<file path="src/design/brs_pkg.sv">
// Shared types, command codes and bit-count helpers for the bitmap set unit.
// No dependencies; imported by brs_front, brs_back and the top level.
package brs_pkg;

   localparam int WORD_BITS   = 16;   // bitmap row width scanned per cycle
   localparam int CMD_W       = 3;
   localparam int ELEM_W      = 8;
   localparam int POS_W       = 9;
   localparam int CNT_W       = 9;
   localparam int REQ_DATA_W  = 24;
   localparam int RSP_DATA_W  = 24;
   localparam int QUEUE_DEPTH = 2;
   localparam int QPTR_W      = (QUEUE_DEPTH > 1) ? $clog2(QUEUE_DEPTH) : 1;

   // command codes on req_tuser
   localparam logic [CMD_W-1:0] CMD_INSERT = 3'd0;
   localparam logic [CMD_W-1:0] CMD_REMOVE = 3'd1;
   localparam logic [CMD_W-1:0] CMD_MEMBER = 3'd2;
   localparam logic [CMD_W-1:0] CMD_RANK   = 3'd3;
   localparam logic [CMD_W-1:0] CMD_SELECT = 3'd4;

   // classified operation, as queued for the back end
   typedef logic [2:0] op_code_type;
   localparam op_code_type OP_QUERY  = 3'd0;   // member query and unused codes
   localparam op_code_type OP_INSERT = 3'd1;
   localparam op_code_type OP_REMOVE = 3'd2;
   localparam op_code_type OP_RANK   = 3'd3;
   localparam op_code_type OP_SELECT = 3'd4;

   typedef struct packed {
      op_code_type         op;
      logic                in_range;
      logic [ELEM_W-1:0]   element;
      logic [POS_W-1:0]    position;
   } cmd_entry_type;

   typedef struct packed {
      logic [2:0]          pad;
      logic                is_empty;
      logic [CNT_W-1:0]    member_count;
      logic                select_ok;
      logic [POS_W-1:0]    answer;
      logic                is_member;
   } rsp_word_type;

   // popcount of a 16-bit row as an adder tree
   function automatic logic [4:0] pop16(input logic [15:0] w);
      logic [1:0] c2 [8];
      logic [2:0] c4 [4];
      logic [3:0] c8 [2];
      for (int i = 0; i < 8; i++) c2[i] = {1'b0, w[2*i]} + {1'b0, w[2*i+1]};
      for (int i = 0; i < 4; i++) c4[i] = {1'b0, c2[2*i]} + {1'b0, c2[2*i+1]};
      for (int i = 0; i < 2; i++) c8[i] = {1'b0, c4[2*i]} + {1'b0, c4[2*i+1]};
      return {1'b0, c8[0]} + {1'b0, c8[1]};
   endfunction

   // bits 0..lo set
   function automatic logic [15:0] low_mask(input logic [3:0] lo);
      return 16'hFFFF >> (4'd15 - lo);
   endfunction

   // position of the r-th set bit (r from 1) of a row, binary search by halves
   function automatic logic [3:0] select_bit(input logic [15:0] w, input logic [4:0] r);
      logic [4:0] rem;
      logic [4:0] c;
      logic [7:0] b8;
      logic [3:0] b4;
      logic [1:0] b2;
      logic [3:0] pos;
      rem = r;
      c = pop16({8'd0, w[7:0]});
      if (rem > c) begin
         pos[3] = 1'b1;
         rem    = rem - c;
         b8     = w[15:8];
      end else begin
         pos[3] = 1'b0;
         b8     = w[7:0];
      end
      c = pop16({12'd0, b8[3:0]});
      if (rem > c) begin
         pos[2] = 1'b1;
         rem    = rem - c;
         b4     = b8[7:4];
      end else begin
         pos[2] = 1'b0;
         b4     = b8[3:0];
      end
      c = pop16({14'd0, b4[1:0]});
      if (rem > c) begin
         pos[1] = 1'b1;
         rem    = rem - c;
         b2     = b4[3:2];
      end else begin
         pos[1] = 1'b0;
         b2     = b4[1:0];
      end
      c = pop16({15'd0, b2[0]});
      pos[0] = (rem > c);
      return pos;
   endfunction

endpackage

</file>
<file path="src/design/brs_front.sv">
// Front end: accepts request words, classifies the command and queues it.
// Depends on brs_pkg.
module brs_front #(
   parameter int SET_SIZE = 256
) (
   input  logic                             clock,
   input  logic                             reset,
   input  logic                             req_tvalid,
   output logic                             req_tready,
   input  logic [brs_pkg::CMD_W-1:0]        req_tuser,   // cmd
   input  logic [brs_pkg::REQ_DATA_W-1:0]   req_tdata,   // element[7:0], position[16:8]
   output logic                             q_valid,
   output brs_pkg::cmd_entry_type           q_entry,
   input  logic                             q_pop
);
   import brs_pkg::*;

   cmd_entry_type     slot_ff [QUEUE_DEPTH];
   cmd_entry_type     new_entry;
   logic [QPTR_W-1:0] wr_ptr_ff, wr_ptr_in;
   logic [QPTR_W-1:0] rd_ptr_ff, rd_ptr_in;
   logic [QPTR_W:0]   fill_ff, fill_in;
   logic              push;

   assign req_tready = (fill_ff != (QPTR_W+1)'(QUEUE_DEPTH));
   assign push       = req_tvalid && req_tready;
   assign q_valid    = (fill_ff != '0);
   assign q_entry    = slot_ff[rd_ptr_ff];

   always_comb begin
      case (req_tuser)
         CMD_INSERT: new_entry.op = OP_INSERT;
         CMD_REMOVE: new_entry.op = OP_REMOVE;
         CMD_MEMBER: new_entry.op = OP_QUERY;
         CMD_RANK:   new_entry.op = OP_RANK;
         CMD_SELECT: new_entry.op = OP_SELECT;
         default:    new_entry.op = OP_QUERY;
      endcase
      new_entry.element  = req_tdata[ELEM_W-1:0];
      new_entry.position = req_tdata[ELEM_W+POS_W-1:ELEM_W];
      new_entry.in_range = (32'(req_tdata[ELEM_W-1:0]) < 32'(SET_SIZE));
   end

   always_comb begin
      wr_ptr_in = wr_ptr_ff;
      rd_ptr_in = rd_ptr_ff;
      fill_in   = fill_ff;
      if (push) begin
         wr_ptr_in = (wr_ptr_ff == QPTR_W'(QUEUE_DEPTH - 1)) ? '0 : wr_ptr_ff + 1'b1;
      end
      if (q_pop) begin
         rd_ptr_in = (rd_ptr_ff == QPTR_W'(QUEUE_DEPTH - 1)) ? '0 : rd_ptr_ff + 1'b1;
      end
      case ({push, q_pop})
         2'b10:   fill_in = fill_ff + 1'b1;
         2'b01:   fill_in = fill_ff - 1'b1;
         default: fill_in = fill_ff;
      endcase
   end

   always_ff @(posedge clock) begin
      if (reset) begin
         wr_ptr_ff <= '0;
         rd_ptr_ff <= '0;
         fill_ff   <= '0;
      end else begin
         wr_ptr_ff <= wr_ptr_in;
         rd_ptr_ff <= rd_ptr_in;
         fill_ff   <= fill_in;
      end
   end

   always_ff @(posedge clock) begin
      if (push) begin
         slot_ff[wr_ptr_ff] <= new_entry;
      end
   end

endmodule

</file>
<file path="src/design/brs_back.sv">
// Back end: bitmap row memory, member count, rank/select row scanner and
// the response register. Depends on brs_pkg.
module brs_back #(
   parameter int SET_SIZE = 256
) (
   input  logic                             clock,
   input  logic                             reset,
   input  logic                             q_valid,
   input  brs_pkg::cmd_entry_type           q_entry,
   output logic                             q_pop,
   output logic                             rsp_tvalid,
   input  logic                             rsp_tready,
   output logic [brs_pkg::RSP_DATA_W-1:0]   rsp_tdata
);
   import brs_pkg::*;

   localparam int WORDS = (SET_SIZE + WORD_BITS - 1) / WORD_BITS;
   localparam int ROW_W = (WORDS > 1) ? $clog2(WORDS) : 1;

   localparam logic [1:0] ST_IDLE = 2'd0;
   localparam logic [1:0] ST_LOOK = 2'd1;
   localparam logic [1:0] ST_SCAN = 2'd2;

   logic [WORD_BITS-1:0] mem [WORDS];
   logic [WORDS-1:0]     row_valid_ff;
   logic [WORD_BITS-1:0] rd_word_ff;
   logic                 rd_ok_ff;

   logic [1:0]        state_ff, state_in;
   op_code_type       op_ff, op_in;
   logic              in_range_ff, in_range_in;
   logic [ELEM_W-1:0] elem_ff, elem_in;
   logic [POS_W-1:0]  pos_ff, pos_in;
   logic [CNT_W-1:0]  count_ff, count_in;
   logic [CNT_W-1:0]  seen_ff, seen_in;
   logic [ROW_W-1:0]  idx_ff, idx_in;
   logic              member_ff, member_in;
   logic              rsp_valid_ff, rsp_valid_in;
   rsp_word_type      rsp_ff, rsp_in;

   logic                 start;
   logic [ROW_W-1:0]     rd_addr;
   logic [ROW_W-1:0]     elem_row;
   logic [WORD_BITS-1:0] word;
   logic [WORD_BITS-1:0] bit_onehot;
   logic                 hit;
   logic [4:0]           pc, mpc;
   logic [CNT_W-1:0]     sum;
   logic [POS_W-1:0]     need;
   logic [3:0]           bitpos;
   logic                 wr_en;
   logic [WORD_BITS-1:0] wr_word;
   logic                 finish;
   logic [POS_W-1:0]     answer;
   logic                 sel_ok;

   assign start      = (state_ff == ST_IDLE) && q_valid && (!rsp_valid_ff || rsp_tready);
   assign q_pop      = start;
   assign elem_row   = ROW_W'(elem_ff[ELEM_W-1:4]);
   assign word       = rd_ok_ff ? rd_word_ff : '0;   // unwritten rows read as empty
   assign bit_onehot = 16'd1 << elem_ff[3:0];
   assign hit        = in_range_ff && word[elem_ff[3:0]];
   assign pc         = pop16(word);
   assign mpc        = pop16(word & low_mask(elem_ff[3:0]));
   assign sum        = seen_ff + CNT_W'(pc);
   assign need       = pos_ff - seen_ff;
   assign bitpos     = select_bit(word, need[4:0]);
   assign rsp_tvalid = rsp_valid_ff;
   assign rsp_tdata  = rsp_ff;

   always_comb begin
      case (state_ff)
         ST_IDLE: rd_addr = ROW_W'(q_entry.element[ELEM_W-1:4]);
         ST_LOOK: rd_addr = '0;
         ST_SCAN: rd_addr = idx_ff + 1'b1;
         default: rd_addr = '0;
      endcase
   end

   always_comb begin
      state_in     = state_ff;
      op_in        = op_ff;
      in_range_in  = in_range_ff;
      elem_in      = elem_ff;
      pos_in       = pos_ff;
      count_in     = count_ff;
      seen_in      = seen_ff;
      idx_in       = idx_ff;
      member_in    = member_ff;
      rsp_valid_in = rsp_valid_ff && !rsp_tready;
      rsp_in       = rsp_ff;
      wr_en        = 1'b0;
      wr_word      = word;
      finish       = 1'b0;
      answer       = '0;
      sel_ok       = 1'b0;

      case (state_ff)
         ST_IDLE: begin
            if (start) begin
               op_in       = q_entry.op;
               in_range_in = q_entry.in_range;
               elem_in     = q_entry.element;
               pos_in      = q_entry.position;
               state_in    = ST_LOOK;
            end
         end
         ST_LOOK: begin
            member_in = hit;
            seen_in   = '0;
            idx_in    = '0;
            case (op_ff)
               OP_INSERT: begin
                  finish = 1'b1;
                  if (!hit && in_range_ff) begin
                     wr_en    = 1'b1;
                     wr_word  = word | bit_onehot;
                     count_in = count_ff + 1'b1;
                  end
               end
               OP_REMOVE: begin
                  finish = 1'b1;
                  if (hit) begin
                     wr_en    = 1'b1;
                     wr_word  = word & ~bit_onehot;
                     count_in = count_ff - 1'b1;
                  end
               end
               OP_RANK: begin
                  if (hit) begin
                     state_in = ST_SCAN;
                  end else begin
                     finish = 1'b1;   // non-member ranks as the total
                     answer = count_ff;
                  end
               end
               OP_SELECT: begin
                  if (pos_ff == '0 || pos_ff > count_ff) begin
                     finish = 1'b1;
                  end else begin
                     state_in = ST_SCAN;
                  end
               end
               default: finish = 1'b1;
            endcase
         end
         ST_SCAN: begin
            case (op_ff)
               OP_RANK: begin
                  if (idx_ff == elem_row) begin
                     finish = 1'b1;
                     answer = seen_ff + CNT_W'(mpc);
                  end else begin
                     seen_in = sum;
                     idx_in  = idx_ff + 1'b1;
                  end
               end
               OP_SELECT: begin
                  if (sum >= pos_ff) begin
                     finish = 1'b1;
                     sel_ok = 1'b1;
                     answer = POS_W'({idx_ff, bitpos});
                  end else begin
                     seen_in = sum;
                     idx_in  = idx_ff + 1'b1;
                  end
               end
               default: finish = 1'b1;
            endcase
         end
         default: state_in = ST_IDLE;
      endcase

      if (finish) begin
         state_in            = ST_IDLE;
         rsp_valid_in        = 1'b1;
         rsp_in.pad          = '0;
         rsp_in.is_member    = (state_ff == ST_LOOK) ? hit : member_ff;
         rsp_in.answer       = answer;
         rsp_in.select_ok    = sel_ok;
         rsp_in.member_count = count_in;
         rsp_in.is_empty     = (count_in == '0);
      end
   end

   always_ff @(posedge clock) begin
      if (reset) begin
         state_ff     <= ST_IDLE;
         count_ff     <= '0;
         row_valid_ff <= '0;
         rsp_valid_ff <= 1'b0;
      end else begin
         state_ff     <= state_in;
         count_ff     <= count_in;
         rsp_valid_ff <= rsp_valid_in;
         if (wr_en) begin
            row_valid_ff[elem_row] <= 1'b1;
         end
      end
   end

   always_ff @(posedge clock) begin
      op_ff       <= op_in;
      in_range_ff <= in_range_in;
      elem_ff     <= elem_in;
      pos_ff      <= pos_in;
      seen_ff     <= seen_in;
      idx_ff      <= idx_in;
      member_ff   <= member_in;
      rsp_ff      <= rsp_in;
   end

   // bitmap rows: one write, one registered read per cycle
   always_ff @(posedge clock) begin
      if (wr_en) begin
         mem[elem_row] <= wr_word;
      end
      rd_word_ff <= mem[rd_addr];
      rd_ok_ff   <= row_valid_ff[rd_addr];
   end

endmodule

</file>
<file path="src/design/bitmap_set_rank_select_unit.sv">
// Bitmap set with rank and select: top level.
// Instantiates brs_front (accept and queue) and brs_back (execute); uses brs_pkg.
//
// Usage:
//  - req channel: one word per command. req_tuser carries the command
//    (insert, remove, member query, rank, select k-th); req_tdata carries the
//    element and the 1-based select position.
//  - rsp channel: exactly one word per command, in command order, with the
//    prior membership of the element, the rank or selected element, the
//    select in-range flag, the member count after the command and emptiness.
//  - A two-word command queue sits between the front and the back, so
//    requests keep being taken while a response waits on rsp_tready.
// Operation (default 256 elements, 16 rows of 16 bits):
//  - insert, remove, member query: the back end reads the element's row and
//    answers, writing the row back for insert and remove; it starts a new
//    command only after it returns to idle.
//  - rank and select: after the same row look-up, rows are scanned from row 0,
//    up to SET_SIZE/16 rows, one at a time through the single row read port.
//  - rsp_tready low holds the response register and stops new commands from
//    starting; the queue then fills and req_tready drops.
// Reset: synchronous, active high. Row valid bits clear on reset, so the
// set is empty and commands are taken right after reset.
module bitmap_set_rank_select_unit #(
   parameter int SET_SIZE = 256
) (
   input  logic                             clock,
   input  logic                             reset,
   input  logic                             req_tvalid,
   output logic                             req_tready,
   input  logic [brs_pkg::CMD_W-1:0]        req_tuser,   // cmd[2:0]
   input  logic [brs_pkg::REQ_DATA_W-1:0]   req_tdata,   // element[7:0], position[16:8], zero[23:17]
   output logic                             rsp_tvalid,
   input  logic                             rsp_tready,
   // is_member[0], answer[9:1], select_ok[10], member_count[19:11], is_empty[20], zero[23:21]
   output logic [brs_pkg::RSP_DATA_W-1:0]   rsp_tdata
);
   import brs_pkg::*;

   logic          q_valid;
   logic          q_pop;
   cmd_entry_type q_entry;

   brs_front #(
      .SET_SIZE (SET_SIZE)
   ) u_front (
      .clock      (clock),
      .reset      (reset),
      .req_tvalid (req_tvalid),
      .req_tready (req_tready),
      .req_tuser  (req_tuser),
      .req_tdata  (req_tdata),
      .q_valid    (q_valid),
      .q_entry    (q_entry),
      .q_pop      (q_pop)
   );

   brs_back #(
      .SET_SIZE (SET_SIZE)
   ) u_back (
      .clock      (clock),
      .reset      (reset),
      .q_valid    (q_valid),
      .q_entry    (q_entry),
      .q_pop      (q_pop),
      .rsp_tvalid (rsp_tvalid),
      .rsp_tready (rsp_tready),
      .rsp_tdata  (rsp_tdata)
   );

endmodule
</file>
<file path="config.mk">
export PLATFORM = sky130hd
export DESIGN_NAME = bitmap_set_rank_select_unit
export DESIGN_NICKNAME = d
export VERILOG_FILES = /design/src/design/brs_pkg.sv /design/src/design/brs_front.sv /design/src/design/brs_back.sv /design/src/design/bitmap_set_rank_select_unit.sv
export SDC_FILE = /design/constraint.sdc
export NUM_CORES = 1
export LEC_CHECK = 0
export BUFFER_PORTS_ARGS = -buffer_cell sky130_fd_sc_hd__buf_2
export CAP_MARGIN = 30
export CORE_ASPECT_RATIO = 0.7
export CORE_MARGIN = 2
export CORE_UTILIZATION = 50
export DETAILED_ROUTE_END_ITERATION = 6
export GPL_ROUTABILITY_DRIVEN = 0
export PLACE_DENSITY = 0.68
export SLEW_MARGIN = 20
export SYNTH_ARGS = -nofsm -noshare
export SYNTH_HDL_FRONTEND = slang
export SYNTH_SLANG_ARGS = --single-unit
export TNS_END_PERCENT = 1
</file>
<file path="constraint.sdc">
create_clock -name clock -period 29.5 [get_ports clock]
set_input_delay 2.95 -clock clock [delete_from_list [all_inputs] [get_ports clock]]
set_output_delay 2.95 -clock clock [all_outputs]
set_load 0.005 [all_outputs]
</file>
==> results.json, run 1 <==
{
  "drv_slew": 0,
  "routed_wl_mm": 43.5,
  "insertion_delay_ns": 0.54,
  "start_kind": "flip-flop",
  "grt.met1_usage": 0.356,
  "busiest_layer": "met1",
  "synthTopCellsByArea": "edfxtp_1, mux4_2, dfxtp_1",
  "ctsResizeCount": 0,
  "nets": 1549,
  "crit_path_end_kind": "flip-flop",
  "yosys.area.top_type": "edfxtp_1",
  "max_freq_mhz": 84.0,
  "rsz0062_at_grt": "no",
  "muxShareOfSynthArea": 0.104,
  "hp-class": "flip-flop to flip-flop",
  "vias": 11500,
  "relSlewSlack": 0.412,
  "drt-initial-drc-count": 1227,
  "required_ns": 29.77,
  "synthSimpleGateAreaFrac": 0.0875,
  "core_area_sq_um": 37300,
  "setup_viol": 0,
  "status": "finished, violations left",
  "fin_crit_sh": 0.404,
  "start_util": 0.509,
  "path_clk_slew_ns": 0.07,
  "ys.flop_type": "edfxtp_1",
  "synth_edf_count": 350,
  "cts-buffers-inserted": 38,
  "cts_max_level": 2,
  "clock_sinks": 401,
  "rows": 59,
  "skew_ns": 0.0185,
  "vias_per_cell": 5.92,
  "critPathMaxFanout": 23,
  "min_period_ns": 11.91,
  "syn_area_sq_um": 19000,
  "grt_max_degree": 47,
  "routedWlPerCell_um": 22.5,
  "antenna_found_initial": 0,
  "yosysWarnings": 0,
  "max_stage_delay_ns": 0.64,
  "grt-ovfl-total": 0,
  "max-cap-violations": 0,
  "dieArea_sq_um": 39600,
  "tightestPinTransition_ns": 0.875,
  "reg2reg_slack_ns": 17.59,
  "n_antenna_cell": 0,
  "grtUsageMet3": 0.0497,
  "io_pins": 57,
  "area_delta_synth_final_pct": 12.2,
  "cts_hold_buf": 0,
  "synth_top_area_share": 0.554,
  "synth_xor_area_frac": 0.0192,
  "post_cts_buffers": 0,
  "async_flop_share": 0,
  "synth-compound-area-share": 0.0783,
  "dr.pass1.iters": 7,
  "synth_area_per_cell_sq_um": 14.1,
  "ys_ff_latch": 401,
  "die_w_um": 237,
  "failed_checks": "DRC",
  "root_buffer": "clkbuf_16",
  "track_usage": 0.225,
  "met2_usage": 0.323,
  "final_hold_viol_count": 0,
  "first_global_vias": 11400,
  "synth_top_family_by_area": "multiplexers",
  "port_buffers": 46,
  "yosysSeqAreaShare": 0.607,
  "ant_nets": 0,
  "die_h_um": 167,
  "crit_arrival_ns": 12.18,
  "synth_fa_ha_area_frac": 0.0755,
  "drive_gt1_frac": 0.202,
  "grt_pass1_wl_mm": 67.7,
  "yosysUniqueCellTypes": 74,
  "cpMostUsedCell": "ha_1",
  "path_class": "flip-flop to flip-flop",
  "tritoncts": "built",
  "cts_max_path_buffers": 3,
  "syn_inst": 1344,
  "setup_tns_ns": 0,
  "fillers": 2901,
  "dp_hpwl_mm": 28.3,
  "cp_slowest_cell": "a21oi_2",
  "drc": 2
}
[layout make-up]
class / instances / area (sq um) / area share
clock inverters: 13 / 160 / 0.00752
flip-flops and latches: 401 / 11500 / 0.541
repair buffers: 93 / 593 / 0.0278
inverters: 77 / 289 / 0.0136
clock buffers: 55 / 1090 / 0.0514
well taps: 488 / 611 / 0.0287
multi-input cells: 808 / 7030 / 0.330
[worst max-delay path, delay by kind of cell (launching register included)]
kind	cells	cell delay [ns]
and+or+nand+nor	9	2.01
buffers and inverters	6	0.55
DFF	1	0.30
AOI/OAI and AO/OA	13	3.63
adders and majority gates	13	4.69
xor gates and xnor gates	1	0.43
[synth_stat cells, types with 7 or more instances]
| library cell | count |
|---|---|
| mux4_2 | 73 |
| a21boi_0 | 10 |
| nor2b_1 | 19 |
| ha_1 | 73 |
| o22ai_1 | 14 |
| o21a_1 | 7 |
| xor2_1 | 10 |
| nor2_1 | 86 |
| nand2b_1 | 11 |
| nor4_1 | 7 |
| a22oi_1 | 7 |
| clkbuf_1 | 49 |
| dfxtp_1 | 51 |
| mux2_2 | 25 |
| a31oi_1 | 19 |
| fa_1 | 26 |
| nand3_1 | 15 |
| xnor2_1 | 28 |
| a211oi_1 | 18 |
| o21ai_0 | 48 |
| a21oi_1 | 45 |
| o21ba_2 | 7 |
| nand2_1 | 100 |
| edfxtp_1 | 350 |
| nor3_1 | 16 |
| and3_1 | 9 |
| and2_1 | 42 |
| a21o_1 | 15 |
| inv_1 | 77 |
[logic make-up (layout without fill, tap and decap cells)]
kind of cell,Yosys count,count (layout)
buffers and inverters,137,238
other,1,3
AOI/OAI and AO/OA,226,226
xor gates and xnor gates,40,40
and+or+nand+nor,338,338
DFF,401,401
muxes,102,102
adders and majority gates,99,99
[registers in the layout, summed over array words and instances, names as in the netlist, named ones only]
name / cells
u_back.elem_ff: 8
u_back.count_ff: 9
u_back.rd_word_ff: 16
u_front.wr_ptr_ff: 1
u_back.mem: 256
u_back.state_ff: 2
u_back.rsp_tvalid: 1
u_front.fill_ff: 2
u_back.seen_ff: 9
u_back.rd_ok_ff: 1
u_front.rd_ptr_ff: 1
u_back.row_valid_ff: 16
u_front.slot_ff: 40
u_back.member_ff: 1
u_back.rsp_tdata: 21
u_back.pos_ff: 9
u_back.idx_ff: 4
u_back.op_ff: 3
[metal layers]
layer | share of wire | routed length [um]
met3 | 0.086 | 3750
met2 | 0.43 | 18700
met1 | 0.47 | 20700
met5 | 0 | 0
met4 | 0.010 | 444
[stage by stage]
| stage | util | cells | hold slack (ns) | area (sq um) | worst slack (ns) |
|---|---|---|---|---|---|
| floorplan | - | 1346 | 0.435 | 19000 | 19.00 |
| global placement | 0.536 | 1860 | 0.444 | 20000 | 17.89 |
| detailed placement | 0.536 | 1863 | 0.460 | 20000 | 17.70 |
| CTS | 0.570 | 1931 | 0.475 | 21300 | 17.67 |
| global route | 0.571 | 1935 | 0.496 | 21300 | 16.73 |
| finish | 0.571 | 1935 | 0.476 | 21300 | 17.59 |
[cells in the final DEF, fill, tap and decap left out, drive strengths merged, types with 5 or more instances in the layout]
cell | Yosys | layout
a211oi | 18 | 18
a21boi | 10 | 10
a21o | 15 | 15
a21oi | 46 | 46
a22oi | 7 | 7
a31oi | 19 | 19
and2 | 44 | 44
and3 | 9 | 9
buf | 11 | 91
clkbuf | 49 | 57
clkinv | 0 | 8
dfxtp | 51 | 51
edfxtp | 350 | 350
fa | 26 | 26
ha | 73 | 73
inv | 77 | 78
mux2 | 25 | 25
mux4 | 73 | 73
nand2 | 101 | 101
nand2b | 11 | 11
nand3 | 15 | 15
nand4 | 5 | 5
nor2 | 86 | 86
nor2b | 19 | 19
nor3 | 17 | 17
nor4 | 8 | 8
o21a | 7 | 7
o21ai | 50 | 50
o21ba | 7 | 7
o22ai | 14 | 14
or2 | 5 | 5
xnor2 | 30 | 30
xor2 | 10 | 10
[path summary, 6_finish.rpt]
path / startpoint / endpoint / cells past startpoint
hold reg to reg: u_back.row_valid_ff[10] / u_back.row_valid_ff[10] / 2
hold / removal: u_back.row_valid_ff[10] / u_back.row_valid_ff[10] / 2
setup reg to reg: u_back.rd_ok_ff / u_back.rsp_tdata[1] / 42
setup / recovery: u_back.rd_ok_ff / u_back.rsp_tdata[1] / 42
Power of run 1 is left out: the tool's default activity adds up to more than one toggle a clock period on the data nets, which glitch-free logic cannot reach.
==> run 2, diff against run 1 <==
- PLACE_DENSITY: 0.68 -> 0.71
- clock period: 29.5 -> 9.95 ns (I/O delays scaled with it)
==> results.json, run 2 (synthesis gave the netlist of run 1 again) <==
{
  "clock_sinks": 401,
  "placed_area_sq_um": 20100,
  "drc": 0,
  "tritoncts": "built",
  "die_w_um": 237,
  "ant_nets": 0,
  "area_delta_synth_final_pct": 13.7,
  "io_pins": 57,
  "routedWlPerCell_um": 22.8,
  "insertion_delay_ns": 0.55,
  "drv_slew": 0,
  "rows": 59,
  "final_hold_viol_count": 0,
  "max_freq_mhz": 105,
  "busiest_layer": "met1",
  "start_util": 0.509,
  "largest_reg_flops": 256,
  "nets": 1563,
  "cts_max_path_buffers": 3,
  "port_buffers": 46,
  "dieArea_sq_um": 39600,
  "antenna_found_initial": 1,
  "vias_per_cell": 5.95,
  "cts-buffers-inserted": 39,
  "vias": 11600,
  "dp_slack_ns": -0.0864,
  "path_class": "flip-flop to flip-flop",
  "grtUsageMet3": 0.0479,
  "fin_area_sq_um": 21600,
  "min_period_ns": 9.54,
  "met2_usage": 0.332,
  "tightestPinTransition_ns": 0.989,
  "required_ns": 10.23,
  "ff_latch_area_sq_um": 11500,
  "layout_common_cells": "edfxtp_1, nand2_1, inv_1",
  "mostFrequentLayoutCell": "edfxtp_1",
  "grt_max_degree": 65,
  "routed_wl_mm": 44.5,
  "core_area_sq_um": 37300,
  "die_h_um": 167,
  "cp_slowest_cell": "fa_1",
  "start_kind": "flip-flop",
  "dr.pass1.iters": 6,
  "root_buffer": "clkbuf_16",
  "cts_max_level": 2,
  "status": "complete, no violations",
  "max_stage_delay_ns": 0.55,
  "critPathMaxFanout": 8,
  "cts_hold_buf": 0,
  "fin_crit_sh": 0.959,
  "max-cap-violations": 0,
  "drive_gt1_frac": 0.228,
  "grt.met1_usage": 0.356,
  "multiInputGateArea_sq_um": 7200,
  "layout_setup_ws_ns": 0.412,
  "relSlewSlack": 0.341,
  "path_clk_slew_ns": 0.06,
  "setup_viol": 0,
  "dp_hpwl_mm": 29.0,
  "largest-register": "u_back.mem",
  "track_usage": 0.228,
  "grt_pass1_wl_mm": 68.3,
  "hp-class": "flip-flop to flip-flop",
  "crit_arrival_ns": 9.82,
  "first_global_vias": 11600,
  "fillers": 2849,
  "grt-ovfl-total": 0,
  "crit_path_end_kind": "flip-flop",
  "drt-initial-drc-count": 1242,
  "cpMostUsedCell": "nand2_1",
  "skew_ns": 0.0249
}
==> run 2: cell count changes in the layout (fill, tap and decap cells not counted), moves of 4 or more <==
cell / before / now
buf_4: 41 / 56
clkbuf_8: 8 / 3
clkinvlp_4: 1 / 5
ha_1: 73 / 66
ha_4: 0 / 5
nor2_4: 0 / 4
o21ai_0: 48 / 43
o21ai_2: 0 / 5
==> run 2: layout make-up <==
class | count | area share
flip-flops and latches | 401 | 0.534
clock inverters | 20 | 0.00979
repair buffers | 106 | 0.0317
well taps | 488 | 0.0283
diodes | 1 | 0.000116
clock buffers | 50 | 0.0495
multi-input cells | 808 | 0.333
inverters | 77 | 0.0134
==> run 2: routing by layer <==
layer	wire (um)	vias up
li1	-	5237
met1	20600	5837
met2	19400	472
met3	3900	57
met4	640	0
met5	0	-
==> run 2: worst max-delay path: cells and delay by family, from the launching register on <==
kind | cells | cell delay [ns]
xor+xnor | 1 | 0.17
simple gates | 12 | 1.69
compound gates | 11 | 2.33
buf+inv | 6 | 0.47
mux | 1 | 0.32
fa+ha+maj | 12 | 3.93
flops | 1 | 0.35
==> run 2: final timing paths <==
| kind | cells after the start | start | endpoint | slack [ns] |
|---|---|---|---|---|
| hold reg to reg | 2 | u_back.row_valid_ff[2] | u_back.row_valid_ff[2] | 0.47 |
| hold / removal | 2 | u_back.row_valid_ff[2] | u_back.row_valid_ff[2] | 0.47 |
| setup reg to reg | 43 | u_back.rd_ok_ff | u_back.rsp_tdata[1] | 0.41 |
| setup / recovery | 43 | u_back.rd_ok_ff | u_back.rsp_tdata[1] | 0.41 |
==> run 2: per-stage QoR <==
step	TNS, ns	instances	util	hold slack, ns
2_1_floorplan	0	1346	-	0.435
3_3_place_gp	0	1867	0.539	0.446
3_5_place_dp	-0.0864	1871	0.540	0.455
4_1_cts	0	1944	0.575	0.470
5_1_grt	-0.0707	1950	0.579	0.496
6_report	0	1951	0.579	0.471
==> run 2: timing repair <==
item | 4_1_cts | 5_1_grt
pin swaps | 7 | 15
resized for setup | 7 | 23
setup buffers | 3 | 4
endpoints found under the hold margin | 0 | 0
setup endpoints to repair | 1 | 1
Power of run 2 is left out for the same reason.
